File: config.mk
export PLATFORM = sky130hd
export DESIGN_NAME = value_binning_onehot_encoder
export DESIGN_NICKNAME = d
export VERILOG_FILES = /design/src/sv/vbe_pkg.sv /design/src/sv/vbe_cfg.sv /design/src/sv/vbe_front.sv /design/src/sv/vbe_queue.sv /design/src/sv/vbe_back.sv /design/src/sv/value_binning_onehot_encoder.sv
export SDC_FILE = /design/constraint.sdc
export NUM_CORES = 1
export LEC_CHECK = 0
export BUFFER_PORTS_ARGS = -buffer_cell sky130_fd_sc_hd__buf_4
export CORE_UTILIZATION = 63
export DETAILED_ROUTE_END_ITERATION = 8
export PLACE_DENSITY = 0.89
export SLEW_MARGIN = 20
export SYNTH_ARGS = -nofsm -noshare
export SYNTH_HDL_FRONTEND = slang
export SYNTH_HIERARCHICAL = 1
export SYNTH_SLANG_ARGS = --single-unit
File: constraint.sdc
create_clock -name clk -period 13.5 [get_ports clk]
set_input_delay 2.7 -clock clk [delete_from_list [all_inputs] [get_ports clk]]
set_output_delay 2.7 -clock clk [all_outputs]
set_load 0.02 [all_outputs]
File: src/sv/vbe_pkg.sv
// ----------------------------------------------------------------------------
// vbe_pkg
// Shared constants, register codes and transaction types of the value binning
// one-hot encoder.
// ----------------------------------------------------------------------------
package vbe_pkg;

    localparam int MAX_BINS     = 64;
    localparam int MAX_FEATURES = 64;
    localparam int VALUE_BITS   = 16;

    localparam int BIN_W    = 6;
    localparam int FEAT_W   = 6;
    localparam int CNT_W    = 7;
    localparam int SCALE_W  = 24;
    localparam int WEIGHT_W = 16;
    localparam int DIFF_W   = VALUE_BITS + 1;
    localparam int PROD_W   = DIFF_W + SCALE_W + 1;
    localparam int POS_FRAC = 24;
    localparam int POS_W    = PROD_W - POS_FRAC;
    localparam int ALPHA_W  = 15;

    localparam int ADDR_W = 5;
    localparam int DATA_W = 32;

    localparam int QUEUE_DEPTH = 4;

    localparam logic [WEIGHT_W-1:0] ONE_Q15 = WEIGHT_W'(32768);

    localparam logic [CNT_W-1:0]      BIN_COUNT_RST     = CNT_W'(16);
    localparam logic [CNT_W-1:0]      FEATURE_COUNT_RST = CNT_W'(1);
    localparam logic [VALUE_BITS-1:0] RANGE_LOW_RST     = '0;
    localparam logic [SCALE_W-1:0]    BIN_SCALE_RST     = SCALE_W'(65536);

    typedef enum logic [2:0] {
        REG_BIN_COUNT     = 3'd0,
        REG_FEATURE_COUNT = 3'd1,
        REG_RANGE_LOW     = 3'd2,
        REG_BIN_SCALE     = 3'd3,
        REG_SOFT_MODE     = 3'd4
    } reg_idx_t;

    typedef struct packed {
        logic [CNT_W-1:0]             bin_count;
        logic [CNT_W-1:0]             feature_count;
        logic signed [VALUE_BITS-1:0] range_low;
        logic [SCALE_W-1:0]           bin_scale;
        logic                         soft_mode;
    } cfg_t;

    // Per-feature bookkeeping carried along the front pipeline.
    typedef struct packed {
        logic [FEAT_W-1:0] fidx;
        logic              lastf;
        logic [BIN_W-1:0]  n_last;
        logic              soft_sel;
    } meta_t;

    // One classified feature: bin a gets a_w, bin a+1 gets b_w, others zero.
    typedef struct packed {
        logic [BIN_W-1:0]    a_bin;
        logic [WEIGHT_W-1:0] a_w;
        logic [WEIGHT_W-1:0] b_w;
        logic [BIN_W-1:0]    n_last;
        logic [FEAT_W-1:0]   fidx;
        logic                lastf;
    } desc_t;

endpackage

File: src/sv/vbe_cfg.sv
// ----------------------------------------------------------------------------
// vbe_cfg
// APB register file holding the binning configuration.
// ----------------------------------------------------------------------------
module vbe_cfg (
    input  logic                       clk,
    input  logic                       rst_n,
    input  logic                       psel,
    input  logic                       penable,
    input  logic                       pwrite,
    input  logic [vbe_pkg::ADDR_W-1:0] paddr,
    input  logic [vbe_pkg::DATA_W-1:0] pwdata,
    output logic [vbe_pkg::DATA_W-1:0] prdata,
    output logic                       pready,
    output vbe_pkg::cfg_t              cfg
);

    logic [vbe_pkg::CNT_W-1:0]      bin_count_reg,     bin_count_next;
    logic [vbe_pkg::CNT_W-1:0]      feature_count_reg, feature_count_next;
    logic [vbe_pkg::VALUE_BITS-1:0] range_low_reg,     range_low_next;
    logic [vbe_pkg::SCALE_W-1:0]    bin_scale_reg,     bin_scale_next;
    logic                           soft_mode_reg,     soft_mode_next;
    logic                           wr_en;
    vbe_pkg::reg_idx_t              idx;

    assign pready = 1'b1;
    assign wr_en  = psel & penable & pwrite;
    assign idx    = vbe_pkg::reg_idx_t'(paddr[vbe_pkg::ADDR_W-1:2]);

    always_comb
    begin
        bin_count_next     = bin_count_reg;
        feature_count_next = feature_count_reg;
        range_low_next     = range_low_reg;
        bin_scale_next     = bin_scale_reg;
        soft_mode_next     = soft_mode_reg;
        if (wr_en)
        begin
            case (idx)
                vbe_pkg::REG_BIN_COUNT:
                    bin_count_next = pwdata[vbe_pkg::CNT_W-1:0];
                vbe_pkg::REG_FEATURE_COUNT:
                    feature_count_next = pwdata[vbe_pkg::CNT_W-1:0];
                vbe_pkg::REG_RANGE_LOW:
                    range_low_next = pwdata[vbe_pkg::VALUE_BITS-1:0];
                vbe_pkg::REG_BIN_SCALE:
                    bin_scale_next = pwdata[vbe_pkg::SCALE_W-1:0];
                vbe_pkg::REG_SOFT_MODE:
                    soft_mode_next = pwdata[0];
                default:
                    ;
            endcase
        end
    end

    always_ff @(posedge clk or negedge rst_n)
    begin
        if (!rst_n)
        begin
            bin_count_reg     <= vbe_pkg::BIN_COUNT_RST;
            feature_count_reg <= vbe_pkg::FEATURE_COUNT_RST;
            range_low_reg     <= vbe_pkg::RANGE_LOW_RST;
            bin_scale_reg     <= vbe_pkg::BIN_SCALE_RST;
            soft_mode_reg     <= 1'b0;
        end
        else
        begin
            bin_count_reg     <= bin_count_next;
            feature_count_reg <= feature_count_next;
            range_low_reg     <= range_low_next;
            bin_scale_reg     <= bin_scale_next;
            soft_mode_reg     <= soft_mode_next;
        end
    end

    always_comb
    begin
        case (idx)
            vbe_pkg::REG_BIN_COUNT:
                prdata = vbe_pkg::DATA_W'(bin_count_reg);
            vbe_pkg::REG_FEATURE_COUNT:
                prdata = vbe_pkg::DATA_W'(feature_count_reg);
            vbe_pkg::REG_RANGE_LOW:
                prdata = vbe_pkg::DATA_W'(range_low_reg);
            vbe_pkg::REG_BIN_SCALE:
                prdata = vbe_pkg::DATA_W'(bin_scale_reg);
            vbe_pkg::REG_SOFT_MODE:
                prdata = vbe_pkg::DATA_W'(soft_mode_reg);
            default:
                prdata = '0;
        endcase
    end

    assign cfg.bin_count     = bin_count_reg;
    assign cfg.feature_count = feature_count_reg;
    assign cfg.range_low     = $signed(range_low_reg);
    assign cfg.bin_scale     = bin_scale_reg;
    assign cfg.soft_mode     = soft_mode_reg;

endmodule

File: src/sv/vbe_front.sv
// ----------------------------------------------------------------------------
// vbe_front
// Accepts feature samples, scales them to a bin position and classifies the
// position into at most two weighted bins.
// ----------------------------------------------------------------------------
module vbe_front (
    input  logic                           clk,
    input  logic                           rst_n,
    input  vbe_pkg::cfg_t                  cfg,
    input  logic                           in_valid,
    output logic                           in_ready,
    input  logic [vbe_pkg::VALUE_BITS-1:0] in_value,
    output logic                           push,
    output vbe_pkg::desc_t                 push_desc,
    input  logic                           queue_full
);

    localparam int LO_PAD = vbe_pkg::POS_W - vbe_pkg::BIN_W;

    logic                                 a_valid_reg, a_valid_next;
    logic                                 b_valid_reg, b_valid_next;
    logic [vbe_pkg::FEAT_W-1:0]           counter_reg, counter_next;
    logic signed [vbe_pkg::DIFF_W-1:0]    d_reg;
    vbe_pkg::meta_t                       a_meta_reg;
    logic signed [vbe_pkg::PROD_W-1:0]    p_reg;
    vbe_pkg::meta_t                       b_meta_reg;

    logic                                 accept;
    logic                                 a_en;
    logic                                 b_en;
    logic [vbe_pkg::CNT_W-1:0]            n_clamped;
    logic [vbe_pkg::CNT_W-1:0]            fc_clamped;
    logic                                 lastf;
    logic signed [vbe_pkg::DIFF_W-1:0]    diff;
    logic signed [vbe_pkg::PROD_W-1:0]    prod;
    logic signed [vbe_pkg::PROD_W-1:0]    q;
    logic signed [vbe_pkg::POS_W-1:0]     fl;
    logic signed [vbe_pkg::POS_W-1:0]     lo;
    logic signed [vbe_pkg::POS_W-1:0]     top_bin;
    logic [vbe_pkg::ALPHA_W-1:0]          alpha;

    // Stage B moves into the queue whenever there is room; stage A follows.
    assign b_en     = !b_valid_reg || !queue_full;
    assign a_en     = !a_valid_reg || b_en;
    assign in_ready = a_en;
    assign accept   = in_valid & a_en;
    assign push     = b_valid_reg & !queue_full;

    always_comb
    begin
        if (cfg.bin_count < vbe_pkg::CNT_W'(2))
            n_clamped = vbe_pkg::CNT_W'(2);
        else if (cfg.bin_count > vbe_pkg::CNT_W'(vbe_pkg::MAX_BINS))
            n_clamped = vbe_pkg::CNT_W'(vbe_pkg::MAX_BINS);
        else
            n_clamped = cfg.bin_count;

        if (cfg.feature_count == '0)
            fc_clamped = vbe_pkg::CNT_W'(1);
        else if (cfg.feature_count > vbe_pkg::CNT_W'(vbe_pkg::MAX_FEATURES))
            fc_clamped = vbe_pkg::CNT_W'(vbe_pkg::MAX_FEATURES);
        else
            fc_clamped = cfg.feature_count;
    end

    assign lastf = (vbe_pkg::CNT_W'(counter_reg) + vbe_pkg::CNT_W'(1)) >= fc_clamped;
    assign diff  = vbe_pkg::DIFF_W'(signed'(in_value)) - vbe_pkg::DIFF_W'(cfg.range_low);
    assign prod  = d_reg * $signed({1'b0, cfg.bin_scale});

    always_comb
    begin
        a_valid_next = a_en ? in_valid : a_valid_reg;
        b_valid_next = b_en ? a_valid_reg : b_valid_reg;
        counter_next = counter_reg;
        if (accept)
            counter_next = lastf ? '0 : counter_reg + vbe_pkg::FEAT_W'(1);
    end

    always_ff @(posedge clk or negedge rst_n)
    begin
        if (!rst_n)
        begin
            a_valid_reg <= 1'b0;
            b_valid_reg <= 1'b0;
            counter_reg <= '0;
        end
        else
        begin
            a_valid_reg <= a_valid_next;
            b_valid_reg <= b_valid_next;
            counter_reg <= counter_next;
        end
    end

    always_ff @(posedge clk)
    begin
        if (accept)
        begin
            d_reg               <= diff;
            a_meta_reg.fidx     <= counter_reg;
            a_meta_reg.lastf    <= lastf;
            a_meta_reg.n_last   <= vbe_pkg::BIN_W'(n_clamped - vbe_pkg::CNT_W'(1));
            a_meta_reg.soft_sel <= cfg.soft_mode;
        end
        if (b_en && a_valid_reg)
        begin
            p_reg      <= prod;
            b_meta_reg <= a_meta_reg;
        end
    end

    // The integer part of the position is its upper bits taken as signed,
    // which is the floor. Soft mode first moves the position down half a bin.
    assign q       = p_reg - (vbe_pkg::PROD_W'(1) <<< (vbe_pkg::POS_FRAC - 1));
    assign fl      = p_reg[vbe_pkg::PROD_W-1:vbe_pkg::POS_FRAC];
    assign lo      = q[vbe_pkg::PROD_W-1:vbe_pkg::POS_FRAC];
    assign alpha   = q[vbe_pkg::POS_FRAC-1 -: vbe_pkg::ALPHA_W];
    assign top_bin = $signed({{LO_PAD{1'b0}}, b_meta_reg.n_last});

    always_comb
    begin
        push_desc.n_last = b_meta_reg.n_last;
        push_desc.fidx   = b_meta_reg.fidx;
        push_desc.lastf  = b_meta_reg.lastf;
        push_desc.a_w    = vbe_pkg::ONE_Q15;
        push_desc.b_w    = '0;
        if (!b_meta_reg.soft_sel)
        begin
            if (fl < 0)
                push_desc.a_bin = '0;
            else if (fl > top_bin)
                push_desc.a_bin = b_meta_reg.n_last;
            else
                push_desc.a_bin = fl[vbe_pkg::BIN_W-1:0];
        end
        else
        begin
            // Below the first bin center bin 0 takes all; at or past the last
            // center the top bin takes all.
            if (lo < 0)
                push_desc.a_bin = '0;
            else if (lo >= top_bin)
                push_desc.a_bin = b_meta_reg.n_last;
            else
            begin
                push_desc.a_bin = lo[vbe_pkg::BIN_W-1:0];
                push_desc.a_w   = vbe_pkg::ONE_Q15 - vbe_pkg::WEIGHT_W'(alpha);
                push_desc.b_w   = vbe_pkg::WEIGHT_W'(alpha);
            end
        end
    end

endmodule

File: src/sv/vbe_queue.sv
// ----------------------------------------------------------------------------
// vbe_queue
// Small register FIFO of classified features between front and back end.
// ----------------------------------------------------------------------------
module vbe_queue #(
    parameter int DEPTH = vbe_pkg::QUEUE_DEPTH
) (
    input  logic           clk,
    input  logic           rst_n,
    input  logic           push,
    input  vbe_pkg::desc_t push_desc,
    output logic           full,
    input  logic           pop,
    output vbe_pkg::desc_t head,
    output logic           empty
);

    localparam int PTR_W   = $clog2(DEPTH);
    localparam int COUNT_W = $clog2(DEPTH + 1);

    vbe_pkg::desc_t       entry_reg [DEPTH];
    logic [PTR_W-1:0]     wr_ptr_reg, wr_ptr_next;
    logic [PTR_W-1:0]     rd_ptr_reg, rd_ptr_next;
    logic [COUNT_W-1:0]   count_reg,  count_next;

    assign full  = count_reg == COUNT_W'(DEPTH);
    assign empty = count_reg == '0;
    assign head  = entry_reg[rd_ptr_reg];

    always_comb
    begin
        wr_ptr_next = wr_ptr_reg;
        rd_ptr_next = rd_ptr_reg;
        count_next  = count_reg;
        if (push)
            wr_ptr_next = (wr_ptr_reg == PTR_W'(DEPTH - 1)) ? '0 : wr_ptr_reg + PTR_W'(1);
        if (pop)
            rd_ptr_next = (rd_ptr_reg == PTR_W'(DEPTH - 1)) ? '0 : rd_ptr_reg + PTR_W'(1);
        if (push && !pop)
            count_next = count_reg + COUNT_W'(1);
        else if (pop && !push)
            count_next = count_reg - COUNT_W'(1);
    end

    always_ff @(posedge clk or negedge rst_n)
    begin
        if (!rst_n)
        begin
            wr_ptr_reg <= '0;
            rd_ptr_reg <= '0;
            count_reg  <= '0;
        end
        else
        begin
            wr_ptr_reg <= wr_ptr_next;
            rd_ptr_reg <= rd_ptr_next;
            count_reg  <= count_next;
        end
    end

    always_ff @(posedge clk)
    begin
        if (push)
            entry_reg[wr_ptr_reg] <= push_desc;
    end

endmodule

File: src/sv/vbe_back.sv
// ----------------------------------------------------------------------------
// vbe_back
// Sweeps the bins of the feature at the queue head and drives one weight
// transaction per bin through an output register.
// ----------------------------------------------------------------------------
module vbe_back (
    input  logic                             clk,
    input  logic                             rst_n,
    input  vbe_pkg::desc_t                   head,
    input  logic                             empty,
    output logic                             pop,
    output logic                             out_valid,
    input  logic                             out_ready,
    output logic [vbe_pkg::FEAT_W-1:0]       out_fidx,
    output logic [vbe_pkg::BIN_W-1:0]        out_bin,
    output logic [vbe_pkg::WEIGHT_W-1:0]     out_weight,
    output logic                             out_last_bin,
    output logic                             out_last_feature
);

    logic                          valid_reg, valid_next;
    logic [vbe_pkg::BIN_W-1:0]     k_reg,     k_next;
    logic [vbe_pkg::FEAT_W-1:0]    fidx_reg;
    logic [vbe_pkg::BIN_W-1:0]     bin_reg;
    logic [vbe_pkg::WEIGHT_W-1:0]  weight_reg;
    logic                          last_bin_reg;
    logic                          last_feature_reg;

    logic                          load;
    logic                          at_end;
    logic [vbe_pkg::WEIGHT_W-1:0]  weight;

    assign load   = !empty && (!valid_reg || out_ready);
    assign at_end = k_reg == head.n_last;
    assign pop    = load && at_end;

    always_comb
    begin
        if (k_reg == head.a_bin)
            weight = head.a_w;
        else if (k_reg == vbe_pkg::BIN_W'(head.a_bin + vbe_pkg::BIN_W'(1)))
            weight = head.b_w;
        else
            weight = '0;
    end

    always_comb
    begin
        valid_next = valid_reg;
        k_next     = k_reg;
        if (load)
        begin
            valid_next = 1'b1;
            k_next     = at_end ? '0 : k_reg + vbe_pkg::BIN_W'(1);
        end
        else if (out_ready)
            valid_next = 1'b0;
    end

    always_ff @(posedge clk or negedge rst_n)
    begin
        if (!rst_n)
        begin
            valid_reg <= 1'b0;
            k_reg     <= '0;
        end
        else
        begin
            valid_reg <= valid_next;
            k_reg     <= k_next;
        end
    end

    always_ff @(posedge clk)
    begin
        if (load)
        begin
            fidx_reg         <= head.fidx;
            bin_reg          <= k_reg;
            weight_reg       <= weight;
            last_bin_reg     <= at_end;
            last_feature_reg <= head.lastf;
        end
    end

    assign out_valid        = valid_reg;
    assign out_fidx         = fidx_reg;
    assign out_bin          = bin_reg;
    assign out_weight       = weight_reg;
    assign out_last_bin     = last_bin_reg;
    assign out_last_feature = last_feature_reg;

endmodule

File: src/sv/value_binning_onehot_encoder.sv
// Path: a sample passes stage A, stage B, the queue and the back end output register.
// Throughput: one weight transaction per cycle while m_tready is high; a feature yields
// bin_count of them (clamped to 2 to 64). The back end sweeps the bins of a feature, one
// per accepted transaction; the front end keeps taking samples until the queue is full.
// Reset: rst_n puts the config registers, valid flags, pointers and feature counter
// to their reset values at once; data registers are not. s_tready is high after reset.
// ----------------------------------------------------------------------------
// value_binning_onehot_encoder
// Uniform binning of signed Q8.8 samples into hard one-hot or soft two-bin
// weights, one output transaction per bin.
// ----------------------------------------------------------------------------
module value_binning_onehot_encoder #(
    parameter int QUEUE_DEPTH = vbe_pkg::QUEUE_DEPTH
) (
    input  logic                       clk,
    input  logic                       rst_n,
    input  logic                       psel,
    input  logic                       penable,
    input  logic                       pwrite,
    input  logic [vbe_pkg::ADDR_W-1:0] paddr,
    input  logic [vbe_pkg::DATA_W-1:0] pwdata,
    output logic [vbe_pkg::DATA_W-1:0] prdata,
    output logic                       pready,
    input  logic                       s_tvalid,
    output logic                       s_tready,
    input  logic [15:0]                s_tdata,   // [15:0] feature_value
    output logic                       m_tvalid,
    input  logic                       m_tready,
    output logic [31:0]                m_tdata,   // [5:0] feature_index, [11:6] bin_index,
                                                  // [27:12] weight, [31:28] zero
    output logic                       m_tlast,
    output logic [0:0]                 m_tuser    // [0] last_feature
);

    vbe_pkg::cfg_t                  cfg;
    logic                           push;
    vbe_pkg::desc_t                 push_desc;
    logic                           queue_full;
    logic                           pop;
    vbe_pkg::desc_t                 head;
    logic                           queue_empty;
    logic [vbe_pkg::FEAT_W-1:0]     out_fidx;
    logic [vbe_pkg::BIN_W-1:0]      out_bin;
    logic [vbe_pkg::WEIGHT_W-1:0]   out_weight;
    logic                           out_last_feature;

    vbe_cfg u_cfg (
        .clk     (clk),
        .rst_n   (rst_n),
        .psel    (psel),
        .penable (penable),
        .pwrite  (pwrite),
        .paddr   (paddr),
        .pwdata  (pwdata),
        .prdata  (prdata),
        .pready  (pready),
        .cfg     (cfg)
    );

    vbe_front u_front (
        .clk        (clk),
        .rst_n      (rst_n),
        .cfg        (cfg),
        .in_valid   (s_tvalid),
        .in_ready   (s_tready),
        .in_value   (s_tdata[vbe_pkg::VALUE_BITS-1:0]),
        .push       (push),
        .push_desc  (push_desc),
        .queue_full (queue_full)
    );

    vbe_queue #(
        .DEPTH (QUEUE_DEPTH)
    ) u_queue (
        .clk       (clk),
        .rst_n     (rst_n),
        .push      (push),
        .push_desc (push_desc),
        .full      (queue_full),
        .pop       (pop),
        .head      (head),
        .empty     (queue_empty)
    );

    vbe_back u_back (
        .clk              (clk),
        .rst_n            (rst_n),
        .head             (head),
        .empty            (queue_empty),
        .pop              (pop),
        .out_valid        (m_tvalid),
        .out_ready        (m_tready),
        .out_fidx         (out_fidx),
        .out_bin          (out_bin),
        .out_weight       (out_weight),
        .out_last_bin     (m_tlast),
        .out_last_feature (out_last_feature)
    );

    assign m_tdata = {4'b0000, out_weight, out_bin, out_fidx};
    assign m_tuser = out_last_feature;

endmodule
-- Yosys cells after proc, flatten, opt, wreduce, memory -nomap -nowiden
Memory sizes are Yosys's and may differ from the RTL's.
Cells that the tools add are included.
- bits in registers: 194
- bits in writable memories: 204
- bits of input ports: 60
- output and inout port bits: 69
- logic and storage cells: 114
- memories kept: 1
- memory list (memory ; words ; bits a word ; read ports ; clocked after memory_dff ; wr ports ; line ; text):
    u_queue.entry_reg ; 4 ; 51 ; 1 ; 0 ; 1 ; vbe_queue.sv:21 ; vbe_pkg::desc_t entry_reg [DEPTH];
- add/sub/neg operators: 12
- $mul: 1
- magnitude comparators: 8
- equality and inequality tests: 10
- mux-type cells: 25
- bitwise operators: 4
- reductions and logical operators: 25
- operator list (operator ; count):
    24-bit one-hot mux with 5 select lines ; 1
    32-bit two-way mux ; 3
    6-bit two-way mux ; 9
    17-bit by 25-bit multiplier with 42-bit output ; 1
    42-bit by 25-bit subtractor with 42-bit output, second input constant ; 1
    18-bit by 1-bit less-than comparator with 1-bit output, second input constant ; 2
    16-bit two-way mux ; 2
    6-bit by 1-bit adder with 6-bit output, second input constant ; 3
    6-bit == test ; 3
    18-bit by 7-bit greater-or-equal comparator with 1-bit output ; 1
    18-bit by 7-bit greater-than comparator with 1-bit output ; 1
    16-bit by 16-bit subtractor with 17-bit output ; 1
    16-bit by 15-bit subtractor with 16-bit output, first input constant ; 1
    7-bit greater-than comparator, second input constant ; 2
    7-bit two-way mux ; 2
    2-bit AND reduction ; 5
    6-bit by 1-bit adder with 7-bit output, second input constant ; 1
    7-bit greater-or-equal comparator ; 1
    1-bit zero test ; 7
    7-bit zero test ; 1
    7-bit by 2-bit less-than comparator with 1-bit output, second input constant ; 1
    3-bit by 2-bit == test with 1-bit output, second input constant ; 2
    3-bit == test, second input constant ; 2
    3-bit zero test ; 2
    other kinds (13) ; 30

-- Depth between registers and ports, before layout
- depth in word-level cells: 7
- gate-level depth with buffers: 24
- gate-level depth less buffers: 23

-- Hierarchy
Netlist, hierarchy kept.
- modules (own cells, without submodules) (module ; times used ; cells each ; area an instance (um^2) ; seq. area each (um^2)):
    vbe_front ; 1 ; 1905 ; 17904.7 ; 2542.4
    vbe_queue ; 1 ; 304 ; 7837.5 ; 6301.0
    vbe_cfg ; 1 ; 187 ; 2682.6 ; 1380.1
    vbe_back ; 1 ; 152 ; 1873.0 ; 1076.0
    value_binning_onehot_encoder ; 1 ; 5 ; 33.8 ; 0.0

-- Least setup slack after synthesis
No wires, ideal clock.
- path type: input port to output port
- start point: in paddr[2] (netlist name)
- end point: out prdata[0] (netlist name)
- arrival: 3.671 ns
- required time: 10.800 ns
- path slack: 7.129 ns
- stages on the path: 5
- path buffers: 2
- cells stage by stage: buf_6 buf_4 nand3b_1 o21a_1 o21ai_0
- longest elaborated chain between the ends: 2
- elaborated cells between the ends (all ways): 6
- classes of those cells: 4 x eq/ne; 1 x mux; 1 x reduce/logical
- ends and longest elaborated chain (item ; line ; text):
    start: declaration ; value_binning_onehot_encoder.sv:20 ; input logic [vbe_pkg::ADDR_W-1:0] paddr,
    3-bit == test, or another cell as far along ; vbe_cfg.sv:78 ; case (idx)
    24-bit one-hot mux with 5 select lines (*) ; vbe_cfg.sv:78 ;
    end: declaration ; value_binning_onehot_encoder.sv:22 ; output logic [vbe_pkg::DATA_W-1:0] prdata,
Mark *: on every way between the ends. The rest lies on a longest branch, timed or not.

-- Final worst setup path
- start point: reg u_front/d_reg[10] (netlist name)
- end point: reg u_front/p_reg[41] (netlist name) (data pin)
- longest elaborated chain between the ends: 1
- ends and longest elaborated chain (item ; line ; text):
    start: declaration ; vbe_front.sv:23 ; logic signed [vbe_pkg::DIFF_W-1:0] d_reg;
    start signal: assignment ; vbe_front.sv:99 ; d_reg <= diff;
    17-bit by 25-bit multiplier with 42-bit output ; vbe_front.sv:68 ; assign prod = d_reg * $signed({1'b0, cfg.bin_scale});
    via u_front.prod (one bit) ; vbe_front.sv:35 ; logic signed [vbe_pkg::PROD_W-1:0] prod;
    end signal: assignment ; vbe_front.sv:107 ; p_reg <= prod;
    end: declaration ; vbe_front.sv:25 ; logic signed [vbe_pkg::PROD_W-1:0] p_reg;
The timed path passes the listed nets, and every way through them passes these cells.
A chain may end at the register's enable or synchronous reset.

==> impl_metrics.json <==
{
  "cp_common_cell": "fa_1",
  "status": "complete, no violations",
  "port_buffers": 105,
  "gp_congestion": 0.884,
  "largest_reg_flops": 204,
  "r2r-end": "u_front/p_reg[41]$_DFFE_PP_",
  "critPathKind": "flop to flop",
  "fin_worst_skew_ns": 0.0257,
  "drv_slew": 0,
  "drive_gt1_frac": 0.127,
  "fmax_mhz": 128,
  "crit_slowest_cell": "edfxtp_1",
  "final_cells": 3249,
  "wl_per_cell_microns": 21.5,
  "crit_path_start_kind": "flop",
  "ff2ff_setup_slack_ns": 5.69,
  "holdCritStartpoint": "u_front/a_meta_reg[9]$_DFFE_PP_",
  "cts_made_buffers": 39,
  "grt_first_pass_wirelength_microns": 113000,
  "syn_inst": 2553,
  "die_y_microns": 221,
  "cts_setup_buffers": 0,
  "arrival_ns": 8.08,
  "synthToLayoutAreaGrowth_pct": 7.74,
  "clk-insertion-delay-late_ns": 0.56,
  "die_w_microns": 221,
  "synth_most_common_cell": "inv_1",
  "whs_path_depth": 0,
  "ioPinCount": 129,
  "h-tree-depth": 2,
  "yosysTopAreaCellShare": 0.309,
  "worst_setup_path_end_kind": "flop",
  "via_per_inst": 6.07,
  "rsz0062_at_grt": "no",
  "globalRoute.totalOverflow": 0,
  "vias": 19700,
  "r2r-start": "u_front/d_reg[10]$_DFFE_PP_",
  "reg2reg_depth": 22,
  "antenna_found_initial": 3,
  "crit_path_max_incr_delay_ns": 1.18,
  "antennaDiodeCount": 0,
  "hold_class": "flop to flop",
  "grt_pass1_vias": 21600,
  "synthFlopType": "edfxtp_1",
  "ctsHoldBuffers": 0,
  "whs_endpoint": "u_front/push_desc[2]$_DFFE_PP_",
  "async_flop_share": 0.198,
  "cts_root_buf": "clkbuf_16",
  "finalSetupViolCount": 0,
  "hold_violations": 0,
  "placedCellCount": 3177,
  "synth_seq_cells": 389,
  "cp_max_fo": 24,
  "fp.coreArea_sq_um": 47600,
  "fin_tns_setup_ns": 0,
  "row_count": 80,
  "cts_tree": "built",
  "grt_max_degree": 78,
  "drt_drc_violations_left": 0,
  "synth_common_cells": "417 x inv_1, 330 x fa_1, 312 x edfxtp_1",
  "synth_largest_area_cell": "edfxtp_1",
  "nets": 3179,
  "grt_usage": 0.295,
  "path_clk_slew_ns": 0.07,
  "ys_seq_area_frac": 0.373,
  "first_pass_iters": 5,
  "drtIter0Drc": 1717,
  "syn_area_per_cell_sq_um": 11.9,
  "maxCapViolations": 0,
  "fin_crit_sh": 0.578,
  "worst_slew_pin_slew_ns": 1.24,
  "ys_top_cells_by_area": "edfxtp_1 31%, fa_1 22%, ha_1 7.6%",
  "start_util": 0.637,
  "hpwl_microns": 47300,
  "worstPathCellList": "nand2_1, fa_1, inv_1, fa_1, inv_1, fa_1, inv_1, fa_1, fa_1, inv_1, fa_1, inv_1, ha_1, and3_1, and3_1, nand4_1, a21oi_1, o21ai_1, a21oi_2, a2111oi_0, nor3_1, xnor2_1",
  "ys_types": 79,
  "yosysWarnings": 6,
  "period_minus_slack_ns": 7.81,
  "relSlewSlack": 0.175,
  "clock_path_buffers": 3,
  "routed_wl_microns": 69900,
  "synth_edf_count": 312,
  "drt.antenna.violating_nets": 0,
  "clkSinkCount": 389,
  "cts.repair.resized": 0,
  "required_ns": 13.77,
  "die-area_sq_um": 49000,
  "synth.cell_area_sq_um": 30300
}
worst max-delay path, delay by kind of cell (launching register included):
family                   cells  cell delay, ns
adder cells (fa/ha/maj)      7            3.43
XOR/XNOR                     1            0.17
flip-flops                   1            1.18
AND/OR/NAND/NOR              5            1.22
AO/OA/AOI/OAI                4            1.22
buffers and inverters        5            0.28
cells by family (layout without fill, tap and decap cells):
logic type | Yosys count | in the layout | synth area share
AO/OA/AOI/OAI | 172 | 172 | 0.0403
XOR/XNOR | 84 | 84 | 0.0243
adder cells (fa/ha/maj) | 515 | 515 | 0.294
buffers and inverters | 540 | 611 | 0.0766
flip-flops | 389 | 389 | 0.373
multiplexers | 136 | 136 | 0.0722
other | 4 | 14 | 0.000495
AND/OR/NAND/NOR | 713 | 713 | 0.119
per-stage QoR:
step / hold WS [ns] / utilization / instance area [sq um] / setup slack (ns)
2_1_floorplan: 0.400 / - / 30400 / 7.13
3_3_place_gp: 0.401 / 0.657 / 31300 / 6.14
3_5_place_dp: 0.405 / 0.657 / 31300 / 5.93
4_1_cts: 0.418 / 0.685 / 32600 / 5.88
5_1_grt: 0.423 / 0.686 / 32700 / 5.50
6_report: 0.417 / 0.686 / 32700 / 5.69
cell usage in the layout, fill, tap and decap left out, types with 14 or more instances in the layout:
master     instances
o21a_1            14
and3_1            16
dfrtp_1           72
fa_1             330
mux2_2            52
nand3_1           36
nand2_1          242
xor2_1            30
a21o_1            26
clkbuf_16         39
inv_1            417
mux2i_1           20
conb_1            14
edfxtp_1         312
nor2b_1           17
xnor2_1           54
nor2_1            88
nor3_1            30
mux4_2            53
o21ai_0           34
ha_1             185
and2_1           205
a21oi_1           32
buf_4            121
nand2b_1          26
cell type report:
cell class / instances / area, sq um
Fill cell: 3037 / 15000
Timing Repair Buffer: 123 / 947
Inverter: 417 / 1570
Tap cell: 615 / 769
Sequential cell: 389 / 11300
Clock inverter: 23 / 285
Multi-Input combinational cell: 1634 / 16800
Clock buffer: 48 / 1040
routing by layer:
metal	track usage	vias up	part of all wire
met4	0.146	6	0.051
met3	0.0519	307	0.079
li1	-	8426	-
met5	0	-	0.00060
met2	0.522	1090	0.52
met1	0.346	9893	0.35
worst max-delay path by stage:
stage / endpoint / start / slack, ns / cells past startpoint
after floorplan: prdata[0] / paddr[2] / 7.13 / 5
after global placement: u_front/p_reg[41]$_DFFE_PP_ / u_front/d_reg[10]$_DFFE_PP_ / 6.14 / 22
after detailed placement: u_front/p_reg[41]$_DFFE_PP_ / u_front/d_reg[10]$_DFFE_PP_ / 5.93 / 22
after CTS: u_front/p_reg[41]$_DFFE_PP_ / u_front/d_reg[10]$_DFFE_PP_ / 5.88 / 22
after global routing: u_front/p_reg[41]$_DFFE_PP_ / u_front/d_reg[10]$_DFFE_PP_ / 5.50 / 22
final: u_front/p_reg[41]$_DFFE_PP_ / u_front/d_reg[10]$_DFFE_PP_ / 5.69 / 22
Power is left out: the tool's default activity adds up to more than one toggle a clock period on the data nets, which glitch-free logic cannot reach.
